$ cat src/rtl/ctp_pkg.sv
// ctp_pkg: shared constants, arctangent table and fixed-point helpers
// for the cordic tangent pipeline; no dependencies
package ctp_pkg;

	localparam int DATA_W        = 32;
	localparam int PROD_W        = 64;
	localparam int WIDE_W        = 66;
	localparam int ROT_STAGES    = 31;
	localparam int TABLE_CAP     = 30;
	localparam int CNT_W         = 5;
	localparam int K_W           = 6;
	localparam int Q_POINT       = 28;
	localparam int ANGLE_TABLE_LENGTH_DEF = 20;
	localparam int RECIPROCAL_TERMS_DEF   = 21;

	localparam logic [DATA_W-1:0] ONE_Q30  = 32'h4000_0000;
	localparam logic [DATA_W-1:0] SAT_MAX  = 32'h7FFF_FFFF;
	localparam logic [CNT_W-1:0]  RC_RESET = 5'd20;

	// register index decode
	localparam logic REG_ROTATION_COUNT = 1'b0;

	function automatic logic [DATA_W-1:0] atan_entry(input int idx);
		logic [DATA_W-1:0] r;
		case (idx)
			0: r = 32'd843314857;
			1: r = 32'd497837829;
			2: r = 32'd263043837;
			3: r = 32'd133525159;
			4: r = 32'd67021687;
			5: r = 32'd33543516;
			6: r = 32'd16775851;
			7: r = 32'd8388437;
			8: r = 32'd4194283;
			9: r = 32'd2097149;
			10: r = 32'd1048576;
			11: r = 32'd524288;
			12: r = 32'd262144;
			13: r = 32'd131072;
			14: r = 32'd65536;
			15: r = 32'd32768;
			16: r = 32'd16384;
			17: r = 32'd8192;
			18: r = 32'd4096;
			19: r = 32'd2048;
			20: r = 32'd1024;
			21: r = 32'd512;
			22: r = 32'd256;
			23: r = 32'd128;
			24: r = 32'd64;
			25: r = 32'd32;
			26: r = 32'd16;
			27: r = 32'd8;
			28: r = 32'd4;
			29: r = 32'd2;
			default: r = '0;
		endcase
		return r;
	endfunction

	// angle step used by rotation j (from 1); halves past the table
	function automatic logic [DATA_W-1:0] ang_for(input int j, input int atl);
		logic [DATA_W-1:0] r;
		if (j <= atl)
			r = atan_entry(j - 1);
		else
			r = atan_entry(atl - 1) >> (j - atl);
		return r;
	endfunction

	function automatic logic [DATA_W-1:0] mag32(input logic [DATA_W-1:0] v);
		return v[DATA_W-1] ? (~v + 32'd1) : v;
	endfunction

	// take bits 65:32 of a rounded product and saturate to 31 bits
	function automatic logic [DATA_W-1:0] sat_hi(input logic [WIDE_W-1:0] t);
		logic [WIDE_W-DATA_W-1:0] hi;
		hi = t[WIDE_W-1:DATA_W];
		return (hi > {2'b00, SAT_MAX}) ? SAT_MAX : hi[DATA_W-1:0];
	endfunction

	// redundant sign bits, zero for a zero word
	function automatic logic [CNT_W-1:0] norm_count(input logic [DATA_W-1:0] v);
		logic [CNT_W-1:0] n;
		logic             hit;
		n   = '0;
		hit = 1'b0;
		if (v != '0) begin
			for (int i = DATA_W - 2; i >= 0; i--) begin
				if (!hit && (v[i] == v[DATA_W-1]))
					n = n + 5'd1;
				else
					hit = 1'b1;
			end
		end
		return n;
	endfunction

endpackage

$ cat src/rtl/ctp_norm.sv
// ctp_norm: two-stage normalization of cosine and sine, seed of the
// reciprocal series and the rescale exponent; depends on ctp_pkg
module ctp_norm (
	input  logic                       clk,
	input  logic                       arst_n,
	input  logic                       ce,
	input  logic                       valid_in,
	input  logic [ctp_pkg::DATA_W-1:0] c_in,
	input  logic [ctp_pkg::DATA_W-1:0] s_in,
	output logic                       valid_out,
	output logic [ctp_pkg::DATA_W-1:0] y_out,
	output logic [ctp_pkg::DATA_W-1:0] acc_out,
	output logic [ctp_pkg::DATA_W-1:0] nn_out,
	output logic [ctp_pkg::K_W-1:0]    k_out,
	output logic                       err_out
);
	import ctp_pkg::*;

	logic                valid_s1, valid_s2;
	logic                err_s1, err_s2;
	logic [CNT_W-1:0]    rd_s1, sn_s1;
	logic [DATA_W-1:0]   c_s1, s_s1;
	logic [DATA_W-1:0]   y_s2, acc_s2, nn_s2;
	logic [K_W-1:0]      k_s2;
	logic [DATA_W-1:0]   nd, y_nxt;

	always_comb begin
		nd    = c_s1 << rd_s1;
		y_nxt = ONE_Q30 - (nd >> 1);
	end

	always_ff @(posedge clk or negedge arst_n) begin
		if (!arst_n) begin
			valid_s1 <= 1'b0;
			valid_s2 <= 1'b0;
		end else if (ce) begin
			valid_s1 <= valid_in;
			valid_s2 <= valid_s1;
		end
	end

	always_ff @(posedge clk) begin
		if (ce) begin
			err_s1 <= c_in[DATA_W-1];
			rd_s1  <= norm_count(c_in);
			sn_s1  <= norm_count(s_in);
			c_s1   <= c_in;
			s_s1   <= s_in;
			err_s2 <= err_s1;
			y_s2   <= y_nxt;
			acc_s2 <= ONE_Q30 + y_nxt;
			nn_s2  <= s_s1 << sn_s1;
			// exponent: sn - rd + 30, in -1..61, where -1 wraps to 63 in six bits
			k_s2   <= K_W'(sn_s1) - K_W'(rd_s1) + 6'd30;
		end
	end

	assign valid_out = valid_s2;
	assign y_out     = y_s2;
	assign acc_out   = acc_s2;
	assign nn_out    = nn_s2;
	assign k_out     = k_s2;
	assign err_out   = err_s2;

endmodule

$ cat config.mk
export PLATFORM = sky130hd
export DESIGN_NAME = ctp_norm
export DESIGN_NICKNAME = d
export VERILOG_FILES = /design/src/rtl/ctp_pkg.sv /design/src/rtl/ctp_norm.sv
export SDC_FILE = /design/constraint.sdc
export NUM_CORES = 1
export LEC_CHECK = 0
export BUFFER_PORTS_ARGS = -buffer_cell sky130_fd_sc_hd__buf_2
export CAP_MARGIN = 20
export CELL_PAD_IN_SITES_DETAIL_PLACEMENT = 1
export CELL_PAD_IN_SITES_GLOBAL_PLACEMENT = 2
export CORE_AREA = 2 2 211 213
export CTS_CLUSTER_DIAMETER = 40
export DETAILED_ROUTE_END_ITERATION = 8
export DIE_AREA = 0 0 213 215
export GPL_TIMING_DRIVEN = 1
export PLACE_DENSITY_LB_ADDON = 0.3
export REMOVE_ABC_BUFFERS = 1
export SETUP_SLACK_MARGIN = 0.5
export SYNTH_ARGS = -nofsm -noshare
export SYNTH_HDL_FRONTEND = slang
export SYNTH_SLANG_ARGS = --single-unit
$ cat constraint.sdc
create_clock -name clk -period 12 [get_ports clk]
set_input_delay 2.4 -clock clk [delete_from_list [all_inputs] [get_ports clk]]
set_output_delay 2.4 -clock clk [all_outputs]
set_load 0.01 [all_outputs]
==> flow_metrics.tcl <==
set metrics [dict create \
    finalHoldViolCount 0 \
    synthToLayoutAreaGrowth_pct 35.7 \
    fillers 5249 \
    synth_flop_cell "edfxtp_1" \
    port-buffer-count 171 \
    antenna_found_initial 2 \
    synth_warnings 0 \
    status "finished, violations left" \
    powerDensity_nw_per_um2 93.8 \
    die-height_um 215 \
    p_leak_nw 9.98 \
    cts_tree "done" \
    wl_per_cell_um 20.5 \
    dp.final_hpwl_um 46700 \
    drive_above_1_share_pct 34.7 \
    synthMuxAreaShare_pct 11.1 \
    cp_data_arrival_time_ps 15220 \
    syn_area_per_cell_um2 8.24 \
    violations "negative setup slack" \
    grt_max_degree 80 \
    ant_nets 0 \
    fmax_mhz 67.0 \
    path_buf_inv 4 \
    p_comb_share_pct 45.4 \
    p_clk_share_pct 24.1 \
    gp_congestion 0.892 \
    critPathKind "input port to register" \
    die_width_um 213 \
    cts_buffer_depth 2 \
    core-area_um2 43600 \
    dr_total_vias 18000 \
    fin_worst_skew_ps 13.4 \
    critPathCaptureType "register" \
    intPower_mw 1.37 \
    clock_sinks 149 \
    synth_compound_area_share_pct 17.5 \
    row_count 77 \
    root_buffer "clkbuf_16" \
    final_util_pct 53.4 \
    crit_fanout 5 \
    p_seq_share_pct 30.5 \
    htree_num_levels 4 \
    synth_top_family_by_area "simple AND/OR/NAND/NOR gates" \
    setup_ws_ps -2920 \
    synth_cells 2085 \
    crit_family "compound AO/OA/AOI/OAI gates" \
    synth-simple-area-share_pct 23.0 \
    via_per_inst 5.67 \
    setup_viol 8 \
    final_nets 2708 \
    clock_latency_ps 440 \
    yosysSeqAreaShare_pct 26.0 \
    drt-initial-drc-count 1011 \
    drv_slew 0 \
    postRouteWirelength_um 65300 \
    hold_path.class "register to register" \
    setup_tns_ps -18310 \
    numCtsBuffers 17 \
    finalCritPeriodShare_pct 124 \
    die_area_um2 45800 \
    clkTransAtPathRegs_ps 70 \
    overflow 0 \
    drv_cap 0 \
    worstPathRequired_ps 12300 \
    drcViolationCount 0 \
    cp_common_cell "ha_4" \
    synth_area_um2 17200 \
    synth_cell_types 103 \
    first_global_vias 18400 \
    synth_async_sr_flop_share_pct 1.34 \
    ir_drop_uv 98.9 \
    max_slew_margin_pct 30.7 \
    synth_xor_area_share_pct 10.8 \
    multiInputGateArea_um2 12800 \
    rsz0062_at_grt "true" \
    drt-pass1-iter-count 5 \
    slowest_stage "xnor3_1" \
    grt_pass1_wl_um 99000 \
    max_slew.worst_pin.slew_ps 1040 \
    cp-start-kind "input port" \
    p_sw_uw 814 \
    register_area_um2 4460 \
    cp_slowest_stage_delay_ps 370 \
    start_util_pct 39.4 \
    synth_seq_cells 149 \
    synth_edf_count 147 \
    switching_share_pct 37.2 \
    io_pins 172 \
    grt_use_total_pct 27.1 \
    min_period_ps 14920 \
    yosys.area_share.adder_pct 5.65 \
]
-- cell usage after synthesis (all sizes together), types with 23 or more instances --
cell type	number	area (µm²)
a21o	23	173
mux2i	111	1130
nand3	69	350
a21oi	137	708
and2	28	175
xor2	70	636
inv	80	300
o21ai	117	586
nor2	215	812
and3	25	161
buf	72	452
nand4	23	156
nor3	47	260
edfxtp	147	4410
o22ai	23	150
nand2	280	1060
a211oi	23	178
mux2	37	417
or3	24	150
clkbuf	67	251
xnor2	88	835
ha	68	851
-- stage by stage --
stage	power [mW]	worst slack (ps)	hold slack, ps	area [µm²]	instances
final	2.19	-2920	475	23300	3177
after global routing	2.30	-3430	497	23300	3177
after CTS	2.12	-2620	477	22500	3158
after detailed placement	1.52	-4020	458	20500	3035
after global placement	1.49	-3260	465	20500	3034
after floorplan	1.15	-2880	422	16500	1947
-- flip-flops by register name, indices dropped and copies added (netlist names), 2 cells and up --
| name | count |
|---|---|
| acc_out | 2 |
| s_s1 | 32 |
| rd_s1 | 5 |
| nn_out | 32 |
| k_out | 6 |
| c_s1 | 31 |
| sn_s1 | 5 |
| y_out | 32 |
-- per-layer routing --
metal	global-route usage [%]	routed length, µm	vias up
li1	-	-	8530
met1	36.5	29800	8931
met2	45.7	31400	427
met3	2.88	2400	110
met4	8.00	1690	0
met5	0	0	-
-- cell type report --
type                    count  share of cell area, %
inverters                  82                   1.34
clock inverters            14                  0.612
repair buffers            605                   19.0
multi-input cells        1716                   54.9
clock buffers              18                   1.84
flip-flops and latches    149                   19.1
well taps                 592                   3.18
diodes                      1                 0.0107
-- placed cells by master (no fill, tap or decap), types with 11 or more instances in the layout --
master,n
buf_4,366
nand2_1,264
nor2_1,204
buf_2,167
edfxtp_1,147
a21oi_1,113
mux2i_1,107
o21ai_0,92
xnor2_1,72
inv_1,70
buf_6,69
nand3_1,65
xor2_1,64
nor3_1,38
ha_1,37
mux2_2,29
ha_4,27
and2_1,26
and3_1,24
a21o_1,23
or3_1,23
o22ai_1,22
nand4_1,21
nand2b_1,21
a31oi_1,19
a211oi_1,19
a21oi_2,18
nor2b_1,17
clkbuf_16,17
mux4_2,16
o211ai_1,16
nor4_1,13
o21ai_2,13
nand2_2,13
o21ai_1,12
or2_2,11
nand3b_1,11
xnor2_2,11
-- final timing paths --
check                      cells past startpoint         to     start  slack [ps]
setup / recovery                              71   rd_s1[4]  c_in[31]       -2920
max in group asynchronous                      1  valid_out    arst_n       10170
setup reg to reg                              15  y_out[29]  rd_s1[1]        7190
min in group asynchronous                      1   valid_s1    arst_n        1740
hold reg to reg                                0    err_out    err_s1         480
hold / removal                                 0    err_out    err_s1         480
-- cell families after synthesis --
logic type               count (synthesis)
AO/OA/AOI/OAI                          469
flip-flops                             149
other                                    1
buffers and inverters                  221
AND/OR/NAND/NOR                        827
adder cells (fa/ha/maj)                 79
multiplexers                           164
XOR/XNOR                               175
-- power by group through the flow --
stage	logic (mW)	registers (mW)	clock network [mW]
global route	1.07	0.673	0.554
floorplan	0.438	0.710	0
CTS	0.916	0.668	0.533
detailed placement	0.841	0.679	0
global placement	0.813	0.675	0
finish	0.992	0.667	0.528
-- what timing repair did --
item	CTS	global route
buffers inserted	91	18
resized for setup	152	129
setup endpoints to repair	8	8
pin swaps	101	103
hold buffers	0	0
Power figures use the tool's default switching activity.
