`config.mk`:
```
export PLATFORM = sky130hd
export DESIGN_NAME = ctp_mul_stage
export DESIGN_NICKNAME = d
export VERILOG_FILES = /design/src/rtl/ctp_pkg.sv /design/src/rtl/ctp_mul_stage.sv
export SDC_FILE = /design/constraint.sdc
export NUM_CORES = 2
export LEC_CHECK = 0
export ABC_AREA = 1
export BUFFER_PORTS_ARGS = -buffer_cell sky130_fd_sc_hd__buf_2
export CAP_MARGIN = 10
export CORE_MARGIN = 2
export CORE_UTILIZATION = 30
export DETAILED_ROUTE_END_ITERATION = 12
export PLACE_DENSITY = 0.53
export SYNTH_ARGS = -nofsm -noshare
export SYNTH_HDL_FRONTEND = slang
export SYNTH_SLANG_ARGS = --single-unit
export TNS_END_PERCENT = 1
```
`constraint.sdc`:
```
create_clock -name clk -period 5.8 [get_ports clk]
set_input_delay 0.58 -clock clk [delete_from_list [all_inputs] [get_ports clk]]
set_output_delay 0.58 -clock clk [all_outputs]
set_load 0.01 [all_outputs]
```
`src/rtl/ctp_pkg.sv`:
```
// ctp_pkg: shared constants, arctangent table and fixed-point helpers
// for the cordic tangent pipeline; no dependencies
package ctp_pkg;

	localparam int DATA_W        = 32;
	localparam int PROD_W        = 64;
	localparam int WIDE_W        = 66;
	localparam int ROT_STAGES    = 31;
	localparam int TABLE_CAP     = 30;
	localparam int CNT_W         = 5;
	localparam int K_W           = 6;
	localparam int Q_POINT       = 28;
	localparam int ANGLE_TABLE_LENGTH_DEF = 20;
	localparam int RECIPROCAL_TERMS_DEF   = 21;

	localparam logic [DATA_W-1:0] ONE_Q30  = 32'h4000_0000;
	localparam logic [DATA_W-1:0] SAT_MAX  = 32'h7FFF_FFFF;
	localparam logic [CNT_W-1:0]  RC_RESET = 5'd20;

	// register index decode
	localparam logic REG_ROTATION_COUNT = 1'b0;

	function automatic logic [DATA_W-1:0] atan_entry(input int idx);
		logic [DATA_W-1:0] r;
		case (idx)
			0: r = 32'd843314857;
			1: r = 32'd497837829;
			2: r = 32'd263043837;
			3: r = 32'd133525159;
			4: r = 32'd67021687;
			5: r = 32'd33543516;
			6: r = 32'd16775851;
			7: r = 32'd8388437;
			8: r = 32'd4194283;
			9: r = 32'd2097149;
			10: r = 32'd1048576;
			11: r = 32'd524288;
			12: r = 32'd262144;
			13: r = 32'd131072;
			14: r = 32'd65536;
			15: r = 32'd32768;
			16: r = 32'd16384;
			17: r = 32'd8192;
			18: r = 32'd4096;
			19: r = 32'd2048;
			20: r = 32'd1024;
			21: r = 32'd512;
			22: r = 32'd256;
			23: r = 32'd128;
			24: r = 32'd64;
			25: r = 32'd32;
			26: r = 32'd16;
			27: r = 32'd8;
			28: r = 32'd4;
			29: r = 32'd2;
			default: r = '0;
		endcase
		return r;
	endfunction

	// angle step used by rotation j (from 1); halves past the table
	function automatic logic [DATA_W-1:0] ang_for(input int j, input int atl);
		logic [DATA_W-1:0] r;
		if (j <= atl)
			r = atan_entry(j - 1);
		else
			r = atan_entry(atl - 1) >> (j - atl);
		return r;
	endfunction

	function automatic logic [DATA_W-1:0] mag32(input logic [DATA_W-1:0] v);
		return v[DATA_W-1] ? (~v + 32'd1) : v;
	endfunction

	// take bits 65:32 of a rounded product and saturate to 31 bits
	function automatic logic [DATA_W-1:0] sat_hi(input logic [WIDE_W-1:0] t);
		logic [WIDE_W-DATA_W-1:0] hi;
		hi = t[WIDE_W-1:DATA_W];
		return (hi > {2'b00, SAT_MAX}) ? SAT_MAX : hi[DATA_W-1:0];
	endfunction

	// redundant sign bits, zero for a zero word
	function automatic logic [CNT_W-1:0] norm_count(input logic [DATA_W-1:0] v);
		logic [CNT_W-1:0] n;
		logic             hit;
		n   = '0;
		hit = 1'b0;
		if (v != '0) begin
			for (int i = DATA_W - 2; i >= 0; i--) begin
				if (!hit && (v[i] == v[DATA_W-1]))
					n = n + 5'd1;
				else
					hit = 1'b1;
			end
		end
		return n;
	endfunction

endpackage

```
`src/rtl/ctp_mul_stage.sv`:
```
// ctp_mul_stage: two-stage sign-magnitude 32x32 product with rounding,
// saturation and an added bias; sideband travels alongside; depends on ctp_pkg
module ctp_mul_stage #(
	parameter int          SH     = 2,
	parameter logic [31:0] BIAS   = 32'h0,
	parameter int          SIDE_W = 1
) (
	input  logic                       clk,
	input  logic                       arst_n,
	input  logic                       ce,
	input  logic                       valid_in,
	input  logic [ctp_pkg::DATA_W-1:0] a_in,
	input  logic [ctp_pkg::DATA_W-1:0] b_in,
	input  logic [SIDE_W-1:0]          side_in,
	output logic                       valid_out,
	output logic [ctp_pkg::DATA_W-1:0] r_out,
	output logic [SIDE_W-1:0]          side_out
);
	import ctp_pkg::*;

	logic                valid_s1, valid_s2;
	logic [PROD_W-1:0]   prod_s1;
	logic                neg_s1;
	logic [SIDE_W-1:0]   side_s1, side_s2;
	logic [DATA_W-1:0]   r_s2;
	logic [WIDE_W-1:0]   t;
	logic [DATA_W-1:0]   m, res;

	always_comb begin
		t   = ({{(WIDE_W-PROD_W){1'b0}}, prod_s1} << SH) + (66'd1 << (15 + SH));
		m   = sat_hi(t);
		res = neg_s1 ? (~m + 32'd1) : m;
	end

	always_ff @(posedge clk or negedge arst_n) begin
		if (!arst_n) begin
			valid_s1 <= 1'b0;
			valid_s2 <= 1'b0;
		end else if (ce) begin
			valid_s1 <= valid_in;
			valid_s2 <= valid_s1;
		end
	end

	always_ff @(posedge clk) begin
		if (ce) begin
			prod_s1 <= PROD_W'(mag32(a_in)) * PROD_W'(mag32(b_in));
			neg_s1  <= a_in[DATA_W-1] ^ b_in[DATA_W-1];
			side_s1 <= side_in;
			r_s2    <= res + BIAS;
			side_s2 <= side_s1;
		end
	end

	assign valid_out = valid_s2;
	assign r_out     = r_s2;
	assign side_out  = side_s2;

endmodule

```
==> results.txt <==
The most numerous cell type found on the critical path is fa_1. Dividing the final minimum period by the clock period gives 1.43. The maximum buffer depth of the clock tree came out at 2. In this run, synthesis inferred 84 flip-flops with an integrated enable. Clock latency on the worst-skew pair, taken at its later pin, is 0.34 ns. Headroom to the max-slew limit came out at 0.308. For the finished layout, the period the worst path requires is 8.31 ns. The internal reg-to-reg setup slack is 1.77 ns.

The worst setup path is of the in -> reg kind. Pin placement for this block handled 103 I/O pins. The number of hold violations in the final report came to 0. The worst setup path is launched from an input port. The number of global-route vias before repair is 37093. The critical path capture point type is a flop. The count of max-cap constraint violations came out at 0. The clock net in this run drives a total of 86 sinks. The initial antenna violation count came out at 3. For this run, the leading register cell type out of synthesis is edfxtp_1.

The HPWL after detailed placement is 125 mm. The count of mapped cells out of synthesis came out at 5016. Each instance of the synthesized netlist takes up on average 7.94 µm². Relative to the synthesized area, the layout overhead comes to 24.6%.

The count of cell types in the netlist came out at 56. The fraction of layout instances using a drive strength above 1 came out at 0.204. After detailed routing, the wire length on met1 is 59.4 mm. The count of unresolved DRC violations after routing came out at 0. The finished layout cell area came out at 49600 µm².

The H-tree depth reported by CTS came out at 3. The maximum fanout count along the critical path came out at 12. The endpoint identified for the worst register-to-register timing path is r_out[16].

The number of CTS-inserted buffers is 9. The average wire per cell in the routed design came out at 18.9 µm. Hold is met by 0.417 ns.

After clock tree synthesis, the clock-pin slew on the worst setup and hold paths is 0.06 ns. At the pin with the least slew margin, the transition time is 1.04 ns. The worst hold path class is in -> reg.

Setup repair after global routing could not meet its margin everywhere. The netlist area before placement came out at 39800 µm². The number of placement rows is 133.

The required time at the endpoint of the critical path is 5.89 ns. The largest clock skew in the final design came out at 0.00650 ns. The number of nets in the layout came out at 6929. The TritonCTS clock tree is done. The buffer cell driving the clock tree root is clkbuf_16.

The number of failing setup endpoints in the final timing report is 49. On the worst path, the slowest cell contributes a delay of 0.65 ns. The run finished, with violations left. The starting density of the core is 0.303. The worst hold path begins at side_in. The detailed router's first-iteration violation count is 2246. The first-pass GRT wire length is 220 mm. The start of the worst register-to-register path is prod_s1[30]. The detailed router used layers up to and including met5. The routed length on met3 is 9.26 mm. The total vias in the final route is 34925. The Yosys step of the flow raised 0 warnings. The end point of the worst hold path is side_s1. The final worst-path setup slack is -2.51 ns. The per-cell via count in the routed design came out at 4.68. The utilization after layout came out at 0.377.

The met2 routed wirelength came out at 66.4 mm. The aggregate global-route resource usage is 0.213. For this block, the routed nets add up to 141 mm of wire. From bottom edge to top edge, the die measures 368 µm. The full die area is 136000 µm². The number of I/O port buffers came out at 102. The number of instances on the worst hold path is 1. The sequential-to-total area share from yosys stat came out at 0.0646.

The final estimated routing congestion in global placement came out at 0.969. The checks that failed: negative setup slack. The largest net degree at the start of global routing came out at 54.

The synthesized netlist net count is 6243. Measured along the x axis, the die boundary spans 368 µm. The arrival time at the worst endpoint is 8.40 ns. The overall overflow remaining after global route came out at 0. The total of flip-flops plus latches after synthesis came out at 86. The post-route antenna net violation count came out at 0.

The length in cells of the worst reg-to-reg path is 20. Counting flops with an async set or reset pin after synthesis yields a share of 0.0233. The first detailed-routing pass took 6 iterations. The total area inside the core boundary comes to 132000 µm². For this design, the slowest cell found on the critical path is fa_2. Based on the critical path, the design can be clocked at up to 120 MHz. In this run the cell area measured after placement is 48300 µm². The max-slew violation count is 0.
## cells in the mapped netlist (9+ instances only)
library cell,n,share of area
inv_1,1228,0.12
nand2_1,991,0.093
fa_1,895,0.45
nor2_1,719,0.068
ha_1,263,0.083
clkbuf_1,123,0.012
a21oi_1,111,0.014
nand3_1,89,0.011
edfxtp_1,84,0.063
xor2_1,81,0.018
o21ai_0,79,0.0099
nand4_1,44,0.0069
buf_2,36,0.0045
nor3_1,26,0.0033
xnor2_1,24,0.0053
nor2_2,21,0.0033
inv_2,18,0.0017
nand2_2,16,0.0025
nor4_1,14,0.0022
a31oi_1,13,0.0020
clkinv_1,13,0.0012
or2_2,11,0.0017
o21a_1,10,0.0019
nor2_4,9,0.0025
## flip-flops by register name, summed over array words and instances (netlist names)
register   cells
side_s1        1
prod_s1       49
valid_out      1
valid_s1       1
r_out         32
side_out       1
neg_s1         1
## cells by family after synthesis
group                      count (synthesis)  share of synthesized area
DFF                                       86                     0.0646
adders and majority gates               1158                      0.532
buffers and inverters                   1435                      0.138
AOI/OAI and AO/OA                        250                     0.0345
xor gates and xnor gates                 110                     0.0251
and+or+nand+nor                         1977                      0.205
## routing by layer
metal | vias up | global-route usage
met3 | 239 | 0.0284
li1 | 15961 | -
met4 | 2 | 0.0789
met5 | - | 0
met2 | 1190 | 0.358
met1 | 17533 | 0.278
## cell usage in the layout, fill, tap and decap left out, drive strengths merged, types with 2 or more instances in the layout
cell type | netlist | final
nand2 | 1008 | 1008
fa | 895 | 895
o21ai | 87 | 87
ha | 263 | 263
or3 | 6 | 6
a31oi | 13 | 13
nor2 | 750 | 750
nor3 | 29 | 29
o211ai | 5 | 5
xnor2 | 26 | 26
edfxtp | 84 | 84
nand3b | 7 | 7
a21oi | 111 | 111
a21boi | 2 | 2
or2 | 11 | 11
o21bai | 7 | 7
dfrtp | 2 | 2
a21o | 2 | 2
o21a | 10 | 10
nor4 | 14 | 14
clkbuf | 123 | 9
inv | 1246 | 1243
diode | 0 | 2
clkinv | 14 | 20
a211oi | 3 | 3
xor2 | 84 | 84
nand4 | 55 | 55
nand3 | 94 | 94
o31ai | 6 | 6
buf | 52 | 849
## critical path: cells and delay by family
family / cells / cell delay, ns
xor+xnor: 1 / 0.13
fa+ha+maj: 9 / 4.58
buf+inv: 8 / 1.06
compound gates: 5 / 0.57
simple gates: 13 / 1.44
## repair_timing
| item | CTS | global route |
|---|---|---|
| setup endpoints to repair | 49 | 49 |
| setup buffers | 6 | 9 |
| pin swaps | 23 | 49 |
| hold buffers | 1 | 0 |
| gates resized for setup | 128 | 121 |
| endpoints found under the hold margin | 2 | 0 |
## area by class of cell
| type | instances | area, µm² |
|---|---|---|
| fill | 13648 | 82000 |
| multi-input combinational | 3495 | 32800 |
| timing repair buffer | 850 | 7060 |
| inverter | 1260 | 4770 |
| sequential | 86 | 2570 |
| tap | 1755 | 2200 |
| clock buffer | 9 | 225 |
| clock inverter | 5 | 52.6 |
| antenna | 2 | 5.00 |
## stage by stage
stage	setup TNS [ns]	instances	setup WS [ns]
global route	-126.15	7460	-2.91
finish	-107.13	7462	-2.51
CTS	-108.68	7451	-2.51
floorplan	-95.30	5016	-2.23
global placement	-143.82	7430	-3.37
detailed placement	-142.55	7430	-3.30
## worst max-delay path by stage
| stage | depth (start not counted) | endpoint | slack, ns | startpoint |
|---|---|---|---|---|
| final | 36 | prod_s1[46] | -2.51 | b_in[0] |
| after detailed placement | 38 | prod_s1[54] | -3.30 | a_in[6] |
| after CTS | 37 | prod_s1[61] | -2.51 | a_in[3] |
| after floorplan | 40 | prod_s1[63] | -2.23 | a_in[0] |
| after global placement | 38 | prod_s1[54] | -3.37 | a_in[12] |
| after global routing | 42 | prod_s1[53] | -2.91 | b_in[0] |
Power is not shown: default switching activity piles up to over one toggle a cycle in this logic, so the estimate is an artifact.
